## config.mk

```make
export PLATFORM = sky130hd
export DESIGN_NAME = sync_seq_crc32_frame_checker_core
export DESIGN_NICKNAME = d
export VERILOG_FILES = /design/src/hdl/sscc_pkg.sv /design/src/hdl/sscc_front.sv /design/src/hdl/sscc_fifo.sv /design/src/hdl/sscc_back.sv /design/src/hdl/sync_seq_crc32_frame_checker_core.sv
export VERILOG_INCLUDE_DIRS = /design/src /design/src/hdl
export SDC_FILE = /design/constraint.sdc
export NUM_CORES = 1
export LEC_CHECK = 0
export BUFFER_PORTS_ARGS = -buffer_cell sky130_fd_sc_hd__buf_2
export CAP_MARGIN = 30
export CORE_AREA = 2 2 215 217
export CTS_BUF_LIST = sky130_fd_sc_hd__clkbuf_8
export CTS_CLUSTER_SIZE = 10
export DETAILED_ROUTE_END_ITERATION = 8
export DIE_AREA = 0 0 217 219
export GPL_ROUTABILITY_DRIVEN = 0
export PLACE_DENSITY = 0.75
export SLEW_MARGIN = 10
export SYNTH_ARGS = -nofsm -noshare
export SYNTH_HDL_FRONTEND = slang
export SYNTH_HIERARCHICAL = 1
export SYNTH_SLANG_ARGS = --single-unit
```

## constraint.sdc

```tcl
create_clock -name clk -period 5.5 [get_ports clk]
set_clock_uncertainty 0.1 [all_clocks]
set_input_delay 0.55 -clock clk [delete_from_list [all_inputs] [get_ports clk]]
set_output_delay 0.55 -clock clk [all_outputs]
set_load 0.02 [all_outputs]
```

## src/hdl/sync_seq_crc32_frame_checker_core_macros.svh

```systemverilog
`ifndef SYNC_SEQ_CRC32_FRAME_CHECKER_CORE_MACROS_SVH
`define SYNC_SEQ_CRC32_FRAME_CHECKER_CORE_MACROS_SVH

`ifndef SYNTH
`define SSCC_ASSERT_NEVER(lbl, clk, rst_n, cond, msg) \
	lbl: assert property (@(posedge clk) disable iff (!rst_n) !(cond)) else $error(msg);
`define SSCC_ASSERT_IMPLIES(lbl, clk, rst_n, ante, cons, msg) \
	lbl: assert property (@(posedge clk) disable iff (!rst_n) (ante) |-> (cons)) \
		else $error(msg);
`define SSCC_ASSERT_NEXT(lbl, clk, rst_n, ante, cons, msg) \
	lbl: assert property (@(posedge clk) disable iff (!rst_n) (ante) |=> (cons)) \
		else $error(msg);
`else
`define SSCC_ASSERT_NEVER(lbl, clk, rst_n, cond, msg)
`define SSCC_ASSERT_IMPLIES(lbl, clk, rst_n, ante, cons, msg)
`define SSCC_ASSERT_NEXT(lbl, clk, rst_n, ante, cons, msg)
`endif

`endif

```

## src/hdl/sscc_pkg.sv

```systemverilog
`default_nettype none
package sscc_pkg;

	localparam logic [31:0] CRC_POLY = 32'hEDB88320;
	localparam logic [31:0] CRC_INIT = 32'hFFFFFFFF;
	localparam logic [23:0] SYNC_HEAD3 = 24'hA55A5A;
	localparam logic [7:0] SYNC_B0 = 8'hA5;
	localparam logic [7:0] SYNC_B1 = 8'h5A;
	localparam logic [15:0] PAYLOAD_LEN_RST = 16'd4096;
	localparam int QUEUE_DEPTH_DEF = 4;

	typedef enum logic [1:0] {
		ST_GOOD = 2'd0,
		ST_CRC_BAD = 2'd1,
		ST_HDR_BAD = 2'd2
	} frame_status_t;

	typedef enum logic {
		EVT_RESYNC = 1'b0,
		EVT_FRAME = 1'b1
	} evt_kind_t;

	typedef struct packed {
		evt_kind_t kind;
		frame_status_t status;
		logic [31:0] seq;
	} sscc_evt_t;

	function automatic logic [31:0] crc_byte(input logic [31:0] crc, input logic [7:0] b);
		logic [31:0] c;
		c = crc ^ {24'd0, b};
		for (int k = 0; k < 8; k++) begin
			c = c[0] ? (CRC_POLY ^ (c >> 1)) : (c >> 1);
		end
		return c;
	endfunction

	function automatic logic [7:0] sync_byte(input logic [1:0] idx);
		logic [7:0] r;
		case (idx)
			2'd0: r = SYNC_B0;
			2'd1: r = SYNC_B1;
			2'd2: r = SYNC_B1;
			default: r = SYNC_B0;
		endcase
		return r;
	endfunction

	localparam logic [31:0] SYNC_CRC =
		crc_byte(crc_byte(crc_byte(crc_byte(CRC_INIT, SYNC_B0), SYNC_B1), SYNC_B1), SYNC_B0);

endpackage
`default_nettype wire

```

## src/hdl/sscc_front.sv

```systemverilog
`default_nettype none
module sscc_front (
	input  wire logic clk,
	input  wire logic arst_n,
	input  wire logic in_valid,
	output logic in_stall,
	input  wire logic [7:0] rx_byte,
	input  wire logic cfg_valid,
	output logic cfg_ready,
	input  wire logic [15:0] payload_len,
	input  wire logic q_full,
	output logic push,
	output sscc_pkg::sscc_evt_t push_evt
);
	import sscc_pkg::*;

	typedef enum logic [1:0] {
		S_HUNT = 2'b01,
		S_LOCK = 2'b10
	} front_state_t;

	front_state_t state_q;
	logic [15:0] payload_len_q;
	logic [23:0] hunt_window_q;
	logic [2:0] hunt_count_q;
	logic [16:0] byte_index_q;
	logic header_good_q;
	logic [31:0] running_crc_q;
	logic [31:0] seq_shift_q;
	logic [31:0] rx_crc_shift_q;

	logic accept;
	logic [16:0] frame_bytes;
	logic [16:0] crc_end;
	logic [17:0] idx_inc;
	logic last;
	logic hunt_hit;
	logic [31:0] rx_crc_next;
	logic [31:0] crc_next;
	logic crc_ok;

	assign cfg_ready = 1'b1;
	assign in_stall = q_full;
	assign accept = in_valid && !in_stall;

	assign frame_bytes = {1'b0, payload_len_q} + 17'd12;
	assign crc_end = {1'b0, payload_len_q} + 17'd8;
	assign idx_inc = {1'b0, byte_index_q} + 18'd1;
	assign last = idx_inc >= {1'b0, frame_bytes};
	assign hunt_hit = (hunt_count_q >= 3'd3) && (hunt_window_q == SYNC_HEAD3)
		&& (rx_byte == SYNC_B0);
	assign rx_crc_next = {rx_byte, rx_crc_shift_q[31:8]};
	assign crc_next = crc_byte(running_crc_q, rx_byte);
	assign crc_ok = (running_crc_q ^ CRC_INIT) == rx_crc_next;

	always_comb begin
		push = 1'b0;
		push_evt.kind = EVT_FRAME;
		push_evt.status = ST_GOOD;
		push_evt.seq = seq_shift_q;
		case (state_q)
			S_HUNT: begin
				if (accept && hunt_hit && hunt_count_q >= 3'd4) begin
					push = 1'b1;
					push_evt.kind = EVT_RESYNC;
				end
			end
			S_LOCK: begin
				if (accept && last) begin
					push = 1'b1;
					if (!header_good_q) begin
						push_evt.status = ST_HDR_BAD;
					end else if (crc_ok) begin
						push_evt.status = ST_GOOD;
					end else begin
						push_evt.status = ST_CRC_BAD;
					end
				end
			end
			default: push = 1'b0;
		endcase
	end

	always_ff @(posedge clk or negedge arst_n) begin
		if (!arst_n) begin
			payload_len_q <= PAYLOAD_LEN_RST;
		end else if (cfg_valid) begin
			payload_len_q <= payload_len;
		end
	end

	always_ff @(posedge clk or negedge arst_n) begin
		if (!arst_n) begin
			state_q <= S_HUNT;
			hunt_window_q <= '0;
			hunt_count_q <= '0;
			byte_index_q <= '0;
			header_good_q <= 1'b1;
			running_crc_q <= CRC_INIT;
			seq_shift_q <= '0;
			rx_crc_shift_q <= '0;
		end else if (accept) begin
			case (state_q)
				S_HUNT: begin
					if (hunt_hit) begin
						state_q <= S_LOCK;
						hunt_window_q <= '0;
						hunt_count_q <= '0;
						byte_index_q <= 17'd4;
						header_good_q <= 1'b1;
						running_crc_q <= SYNC_CRC;
					end else begin
						hunt_window_q <= {hunt_window_q[15:0], rx_byte};
						if (hunt_count_q < 3'd4) begin
							hunt_count_q <= hunt_count_q + 3'd1;
						end
					end
				end
				S_LOCK: begin
					if (byte_index_q < 17'd4 && rx_byte != sync_byte(byte_index_q[1:0])) begin
						header_good_q <= 1'b0;
					end
					if (byte_index_q >= 17'd4 && byte_index_q < 17'd8) begin
						seq_shift_q <= {rx_byte, seq_shift_q[31:8]};
					end
					if (byte_index_q < crc_end) begin
						running_crc_q <= crc_next;
					end else begin
						rx_crc_shift_q <= rx_crc_next;
					end
					if (!last) begin
						byte_index_q <= idx_inc[16:0];
					end else begin
						byte_index_q <= '0;
						header_good_q <= 1'b1;
						running_crc_q <= CRC_INIT;
						if (!header_good_q || !crc_ok) begin
							state_q <= S_HUNT;
							hunt_window_q <= '0;
							hunt_count_q <= '0;
						end
					end
				end
				default: state_q <= S_HUNT;
			endcase
		end
	end

endmodule
`default_nettype wire

```

## src/hdl/sscc_fifo.sv

```systemverilog
`default_nettype none
`include "sync_seq_crc32_frame_checker_core_macros.svh"
module sscc_fifo #(
	parameter int DEPTH = sscc_pkg::QUEUE_DEPTH_DEF
) (
	input  wire logic clk,
	input  wire logic arst_n,
	input  wire logic push,
	input  wire sscc_pkg::sscc_evt_t push_evt,
	input  wire logic pop,
	output sscc_pkg::sscc_evt_t pop_evt,
	output logic full,
	output logic empty
);
	import sscc_pkg::*;

	localparam int PTR_W = (DEPTH > 1) ? $clog2(DEPTH) : 1;
	localparam int CNT_W = $clog2(DEPTH + 1);

	sscc_evt_t mem_q [DEPTH];
	logic [PTR_W-1:0] wr_ptr_q;
	logic [PTR_W-1:0] rd_ptr_q;
	logic [CNT_W-1:0] count_q;

	assign full = count_q == CNT_W'(DEPTH);
	assign empty = count_q == '0;
	assign pop_evt = mem_q[rd_ptr_q];

	function automatic logic [PTR_W-1:0] ptr_adv(input logic [PTR_W-1:0] p);
		return (p == PTR_W'(DEPTH - 1)) ? '0 : p + 1'b1;
	endfunction

	always_ff @(posedge clk) begin
		if (push) begin
			mem_q[wr_ptr_q] <= push_evt;
		end
	end

	always_ff @(posedge clk or negedge arst_n) begin
		if (!arst_n) begin
			wr_ptr_q <= '0;
			rd_ptr_q <= '0;
			count_q <= '0;
		end else begin
			if (push) begin
				wr_ptr_q <= ptr_adv(wr_ptr_q);
			end
			if (pop) begin
				rd_ptr_q <= ptr_adv(rd_ptr_q);
			end
			if (push && !pop) begin
				count_q <= count_q + 1'b1;
			end else if (pop && !push) begin
				count_q <= count_q - 1'b1;
			end
		end
	end

	`SSCC_ASSERT_NEVER(a_no_push_full, clk, arst_n, push && full, "push into full queue")
	`SSCC_ASSERT_NEVER(a_no_pop_empty, clk, arst_n, pop && empty, "pop from empty queue")
	`SSCC_ASSERT_NEXT(a_push_fills, clk, arst_n, push && !pop, !empty, "queue empty after push")

endmodule
`default_nettype wire

```

## src/hdl/sscc_back.sv

```systemverilog
`default_nettype none
module sscc_back (
	input  wire logic clk,
	input  wire logic arst_n,
	input  wire logic q_empty,
	input  wire sscc_pkg::sscc_evt_t q_evt,
	output logic pop,
	output logic out_valid,
	input  wire logic out_stall,
	output logic [1:0] frame_status,
	output logic [31:0] frame_seq,
	output logic seq_error,
	output logic [31:0] next_expected_seq,
	output logic [31:0] total_frames,
	output logic [31:0] good_frames,
	output logic [31:0] crc_errors,
	output logic [31:0] seq_errors,
	output logic [31:0] resyncs
);
	import sscc_pkg::*;

	logic out_valid_q;
	frame_status_t status_q;
	logic [31:0] frame_seq_q;
	logic seq_error_q;
	logic [31:0] expected_seq_q;
	logic [31:0] count_total_q;
	logic [31:0] count_good_q;
	logic [31:0] count_crc_bad_q;
	logic [31:0] count_seq_bad_q;
	logic [31:0] count_resync_q;
	logic seq_mismatch;

	assign pop = !q_empty && (!out_valid_q || !out_stall);
	assign seq_mismatch = q_evt.seq != expected_seq_q;

	assign out_valid = out_valid_q;
	assign frame_status = status_q;
	assign frame_seq = frame_seq_q;
	assign seq_error = seq_error_q;
	assign next_expected_seq = expected_seq_q;
	assign total_frames = count_total_q;
	assign good_frames = count_good_q;
	assign crc_errors = count_crc_bad_q;
	assign seq_errors = count_seq_bad_q;
	assign resyncs = count_resync_q;

	always_ff @(posedge clk) begin
		if (pop && q_evt.kind == EVT_FRAME) begin
			status_q <= q_evt.status;
			frame_seq_q <= q_evt.seq;
			seq_error_q <= (q_evt.status != ST_HDR_BAD) && seq_mismatch;
		end
	end

	always_ff @(posedge clk or negedge arst_n) begin
		if (!arst_n) begin
			out_valid_q <= 1'b0;
			expected_seq_q <= '0;
			count_total_q <= '0;
			count_good_q <= '0;
			count_crc_bad_q <= '0;
			count_seq_bad_q <= '0;
			count_resync_q <= '0;
		end else begin
			if (out_valid_q && !out_stall) begin
				out_valid_q <= 1'b0;
			end
			if (pop) begin
				case (q_evt.kind)
					EVT_RESYNC: begin
						count_resync_q <= count_resync_q + 32'd1;
					end
					EVT_FRAME: begin
						out_valid_q <= 1'b1;
						if (q_evt.status != ST_HDR_BAD) begin
							count_total_q <= count_total_q + 32'd1;
							if (seq_mismatch) begin
								count_seq_bad_q <= count_seq_bad_q + 32'd1;
								expected_seq_q <= q_evt.seq + 32'd1;
							end else begin
								expected_seq_q <= expected_seq_q + 32'd1;
							end
							if (q_evt.status == ST_GOOD) begin
								count_good_q <= count_good_q + 32'd1;
							end else begin
								count_crc_bad_q <= count_crc_bad_q + 32'd1;
							end
						end
					end
					default: out_valid_q <= out_valid_q;
				endcase
			end
		end
	end

endmodule
`default_nettype wire

```

## src/hdl/sync_seq_crc32_frame_checker_core.sv

```systemverilog
// Channel   Handshake           Payload
// in        in_valid/in_stall   rx_byte[7:0]
// cfg       cfg_valid/cfg_ready payload_len[15:0]
// out       out_valid/out_stall frame_status, frame_seq, seq_error, next_expected_seq, counters
//
// One byte per cycle while in_stall is low; the front framer updates CRC and framing state in the cycle of the beat.
// After the last beat of its frame, a result passes through the event queue, then the output register.
// in_stall rises only while the event queue holds QUEUE_DEPTH entries.
// Reset is asynchronous: hunting, payload_len 4096, all counters zero.
`default_nettype none
module sync_seq_crc32_frame_checker_core #(
	parameter int QUEUE_DEPTH = sscc_pkg::QUEUE_DEPTH_DEF
) (
	input  wire logic clk,
	input  wire logic arst_n,
	input  wire logic in_valid,
	output logic in_stall,
	input  wire logic [7:0] rx_byte,
	input  wire logic cfg_valid,
	output logic cfg_ready,
	input  wire logic [15:0] payload_len,
	output logic out_valid,
	input  wire logic out_stall,
	output logic [1:0] frame_status,
	output logic [31:0] frame_seq,
	output logic seq_error,
	output logic [31:0] next_expected_seq,
	output logic [31:0] total_frames,
	output logic [31:0] good_frames,
	output logic [31:0] crc_errors,
	output logic [31:0] seq_errors,
	output logic [31:0] resyncs
);
	import sscc_pkg::*;

	logic push;
	sscc_evt_t push_evt;
	logic pop;
	sscc_evt_t pop_evt;
	logic q_full;
	logic q_empty;

	sscc_front u_front (
		.clk(clk),
		.arst_n(arst_n),
		.in_valid(in_valid),
		.in_stall(in_stall),
		.rx_byte(rx_byte),
		.cfg_valid(cfg_valid),
		.cfg_ready(cfg_ready),
		.payload_len(payload_len),
		.q_full(q_full),
		.push(push),
		.push_evt(push_evt)
	);

	sscc_fifo #(
		.DEPTH(QUEUE_DEPTH)
	) u_fifo (
		.clk(clk),
		.arst_n(arst_n),
		.push(push),
		.push_evt(push_evt),
		.pop(pop),
		.pop_evt(pop_evt),
		.full(q_full),
		.empty(q_empty)
	);

	sscc_back u_back (
		.clk(clk),
		.arst_n(arst_n),
		.q_empty(q_empty),
		.q_evt(pop_evt),
		.pop(pop),
		.out_valid(out_valid),
		.out_stall(out_stall),
		.frame_status(frame_status),
		.frame_seq(frame_seq),
		.seq_error(seq_error),
		.next_expected_seq(next_expected_seq),
		.total_frames(total_frames),
		.good_frames(good_frames),
		.crc_errors(crc_errors),
		.seq_errors(seq_errors),
		.resyncs(resyncs)
	);

endmodule
`default_nettype wire

```

==> key figures <==
Drt
  • Post-detailed-route count of antenna-violating nets: 0
  • First DRT Iteration DRCs: 1,294
  • Residual DRC count: 0
  • Via Count: 16,350
  • Via-to-Cell Ratio: 5.612
  • Number of search-and-repair iterations in the first detailed-routing pass: 6
  • Final wirelength: ~55 mm
  • Wirelength per Cell: between 15 and 20 um

Die
  • Full die area: between 40,000 and 50,000 um2
  • FP Rows: a little under 80
  • Effective utilization at floorplan: between 50% and 60%
  • Count of boundary I/O pins: 259
  • Horizontal die dimension: between 200 and 250 um
  • Die H: 219 um
  • Core outline area: ~45,000 um2

Synth
  • Most common library cells after synthesis: dfrtp_1, xnor2_1, edfxtp_1
  • EDFF count, synth: around 180
  • Register bit total from synthesis: roughly 530
  • Prevailing post-synth register cell: dfrtp_1
  • Biggest area contributors in the synthesized netlist: dfrtp_1, edfxtp_1, xnor2_1
  • Part of the Yosys area used for sequential elements: a little under three fifths
  • Post-synth ARST share: roughly two thirds
  • Mean instance size in the synthesized netlist: between 10 and 15 um2
  • Cell taking the most area after synthesis: dfrtp_1
  • Gate count after technology mapping: 1,933
  • Net Count, Synth: roughly 2,000
  • Netlist Area Pre-Place: 24,550 um2
  • YS warnings: 6
  • Fraction of post-synthesis cell area in the top cell type by area: between 30% and 40%
  • Cell with the most instances after synthesis: dfrtp_1
  • Library cells used by synthesis: between 70 and 80

Global routing
  • Residual overflow from global routing: 0
  • Most crowded layer after global routing: met2
  • Gr usage total: between 20% and 30%
  • Antenna violations before repair: 0
  • Via count of the first global-routing pass: 16,250
  • Global-route track usage on met3: 3.728%
  • GR met1 Demand/Resource: approximately a third
  • Wire length of the first global-routing pass: approximately 90 mm
  • Met2 track demand over resource in global routing: roughly two fifths
  • Maximum number of pins on one net before global-route repair: about 130

STA
  • Setup WS post-layout: 0.6081 ns
  • Final number of setup-violating endpoints: 0
  • Relative slew margins: between 30% and 40%
  • Post-layout minimum cycle time: 4.892 ns
  • Final hold slack: approximately 0.064 ns
  • Final critical-path share of the clock period: between 80% and 90%
  • Worst Tran Pin Value: slightly below 1 ns
  • Final hold violation count: 0
  • F_max: a little over 0.2 GHz
  • Setup repair after global routing missed its margin: no
  • Fin. max-slew vios: 0
  • Setup Total Neg Slack: 0 ns

Final layout
  • Count of inserted antenna diode cells: 0
  • Post-layout net count: between 2,000 and 2,500
  • Fraction of layout instances using a drive strength above 1: around a quarter
  • Area growth, synth to finish: 15.53%

Flow run
  • Max-cap viol count: 0

Status
  • Status: finished clean

Setup path
  • Critical Path End Type: flop
  • Critical path startpoint category: flop
  • Highest fanout seen on the critical path: 9
  • Critical path arrival: between 5 and 6 ns
  • Crit Path Class: reg -> reg
  • Required time of the critical path: roughly 6 ns

Power and ir drop
  • IR Drop Worst-Case VDD: approximately 0.18 mV
  • Static Leak: ~0.013 uW
  • Power density normalized to cell area: around 280 nW/um2

Placed design
  • Post-detail-place hpwl: 38.26 mm
  • Port-buffer cells: around 260
  • Post-placement setup slack: around 0.67 ns

Clock tree
  • CTS clock-pin slew for the worst setup and hold paths: approximately 0.060 ns
  • Number of clock sinks: around 530
  • Setup Fix Bufs, Post-CTS: 0
  • CTS H-Tree Depth: 3
  • Bufs on Longest Clock Path: 3
  • Post-CTS resize count: 0
  • Cts bufs inserted: 86
  • Later-pin clock latency in the skew report: ~0.65 ns
  • Root Buffer: clkbuf_8
  • Clock tree from TritonCTS: built

Worst hold path
  • Hold/Removal Path Class: in -> reg
-- path summary, 6_finish.rpt --
| check | slack (ns) | startpoint | to | depth (start not counted) |
|---|---|---|---|---|
| max | 0.61 | u_front/byte_index_q[0] | u_fifo/count_q[2] | 20 |
| min | 0.06 | payload_len[4] | u_front/payload_len_q[4] | 2 |
| max reg2reg | 0.61 | u_front/byte_index_q[0] | u_fifo/count_q[2] | 20 |
| min reg2reg | 0.36 | u_back/resyncs[31] | u_back/resyncs[31] | 1 |
| max in group asynchronous | 3.49 | arst_n | u_fifo/rd_ptr_q[0] | 3 |
| min in group asynchronous | 0.49 | arst_n | u_back/next_expected_seq[0] | 2 |
-- metrics by stage --
stage          instances  area, um2  utilization [%]  total power [uW]
2_1_floorplan       1933      24550                -              4420
3_3_place_gp        2732      26350            58.45              4538
3_5_place_dp        2734      26380            58.50              4551
4_1_cts             2912      28330            62.82              7995
5_1_grt             2914      28370            62.91              8226
6_report            2914      28370            62.91              7903
-- layer usage --
metal / wire length [um] / up-vias / share of wire [%]
met5: 0 / - / 0
li1: - / 7530 / -
met4: 1656 / 0 / 3.0
met3: 3097 / 114 / 5.6
met1: 23630 / 8158 / 43
met2: 26670 / 550 / 48
-- where the power goes --
part	internal, uW	total, uW	leakage, uW	switching (uW)
clock network	1880	3420	0.00104	1540
registers	4070	4120	0.00650	49.6
logic	144	364	0.00575	219
-- placed cells by master (no fill, tap or decap), types with 7 or more instances in the layout --
master         count
a21o_1            10
a21oi_1           14
a221o_1           21
a22o_1             9
and2_1            13
and3_1            37
and4_1            15
buf_2            256
buf_4             13
clkbuf_8         105
clkinv_1           7
clkinv_2           7
dfrtp_1          315
dfstp_2           35
dlygate4sd3_1     17
edfxtp_1         175
ha_1              55
inv_1             97
mux2_2            78
mux4_1             7
mux4_2            28
nand2_1          168
nand2b_1           8
nand3_1           75
nand4_1           55
nor2_1            86
nor3_1            25
nor4_1            34
o21ai_0           70
o22a_1            13
xnor2_1          205
xor2_1           146
-- worst max-delay path, stage by stage (launching register included) --
cell	delay, ns
dfrtp_1	0.45
ha_1	0.36
nand2_1	0.09
nor2_1	0.17
and4_1	0.33
nand3_1	0.12
xnor2_1	0.18
ha_1	0.33
nand4_1	0.09
nor2_1	0.15
inv_1	0.06
o211a_1	0.26
o21ai_1	0.32
nand2_1	0.16
a21oi_1	0.50
ha_1	0.29
inv_1	0.06
fa_1	0.37
xor2_1	0.15
nor2_1	0.11
xor2_1	0.15
-- flip-flops by register name, summed over array words and instances, names as in the netlist, 16 cells and up --
signal,cells
u_front/running_crc_q,32
u_back/good_frames,32
u_fifo/mem_q,140
u_front/rx_crc_shift_q,24
u_back/total_frames,32
u_front/byte_index_q,17
u_back/resyncs,32
u_back/crc_errors,32
u_back/seq_errors,32
u_back/frame_seq,32
u_front/payload_len_q,16
u_back/next_expected_seq,32
u_front/hunt_window_q,24
u_front/seq_shift_q,32
-- area by class of cell --
class | count | area (um2)
clock buffer | 105 | 1445
clock inverter | 56 | 335.3
fill | 3519 | 16720
inverter | 64 | 240.2
multi-input combinational | 1271 | 9852
sequential | 526 | 14080
tap | 600 | 750.7
timing repair buffer | 292 | 1659
-- logic make-up after synthesis --
group	share of synthesized area, %
compound gates	4.663
fa+ha+maj	2.884
flops	57.35
buf+inv	2.604
xor+xnor	13.05
other cells	0.01527
simple gates	12.49
mux	6.935
-- what timing repair did --
item | CTS | global route
hold buffers | 17 | 0
endpoints found under the hold margin | 134 | 0
endpoints found under the setup margin | 0 | 0
Note: power is estimated with default switching activity, not from simulation.
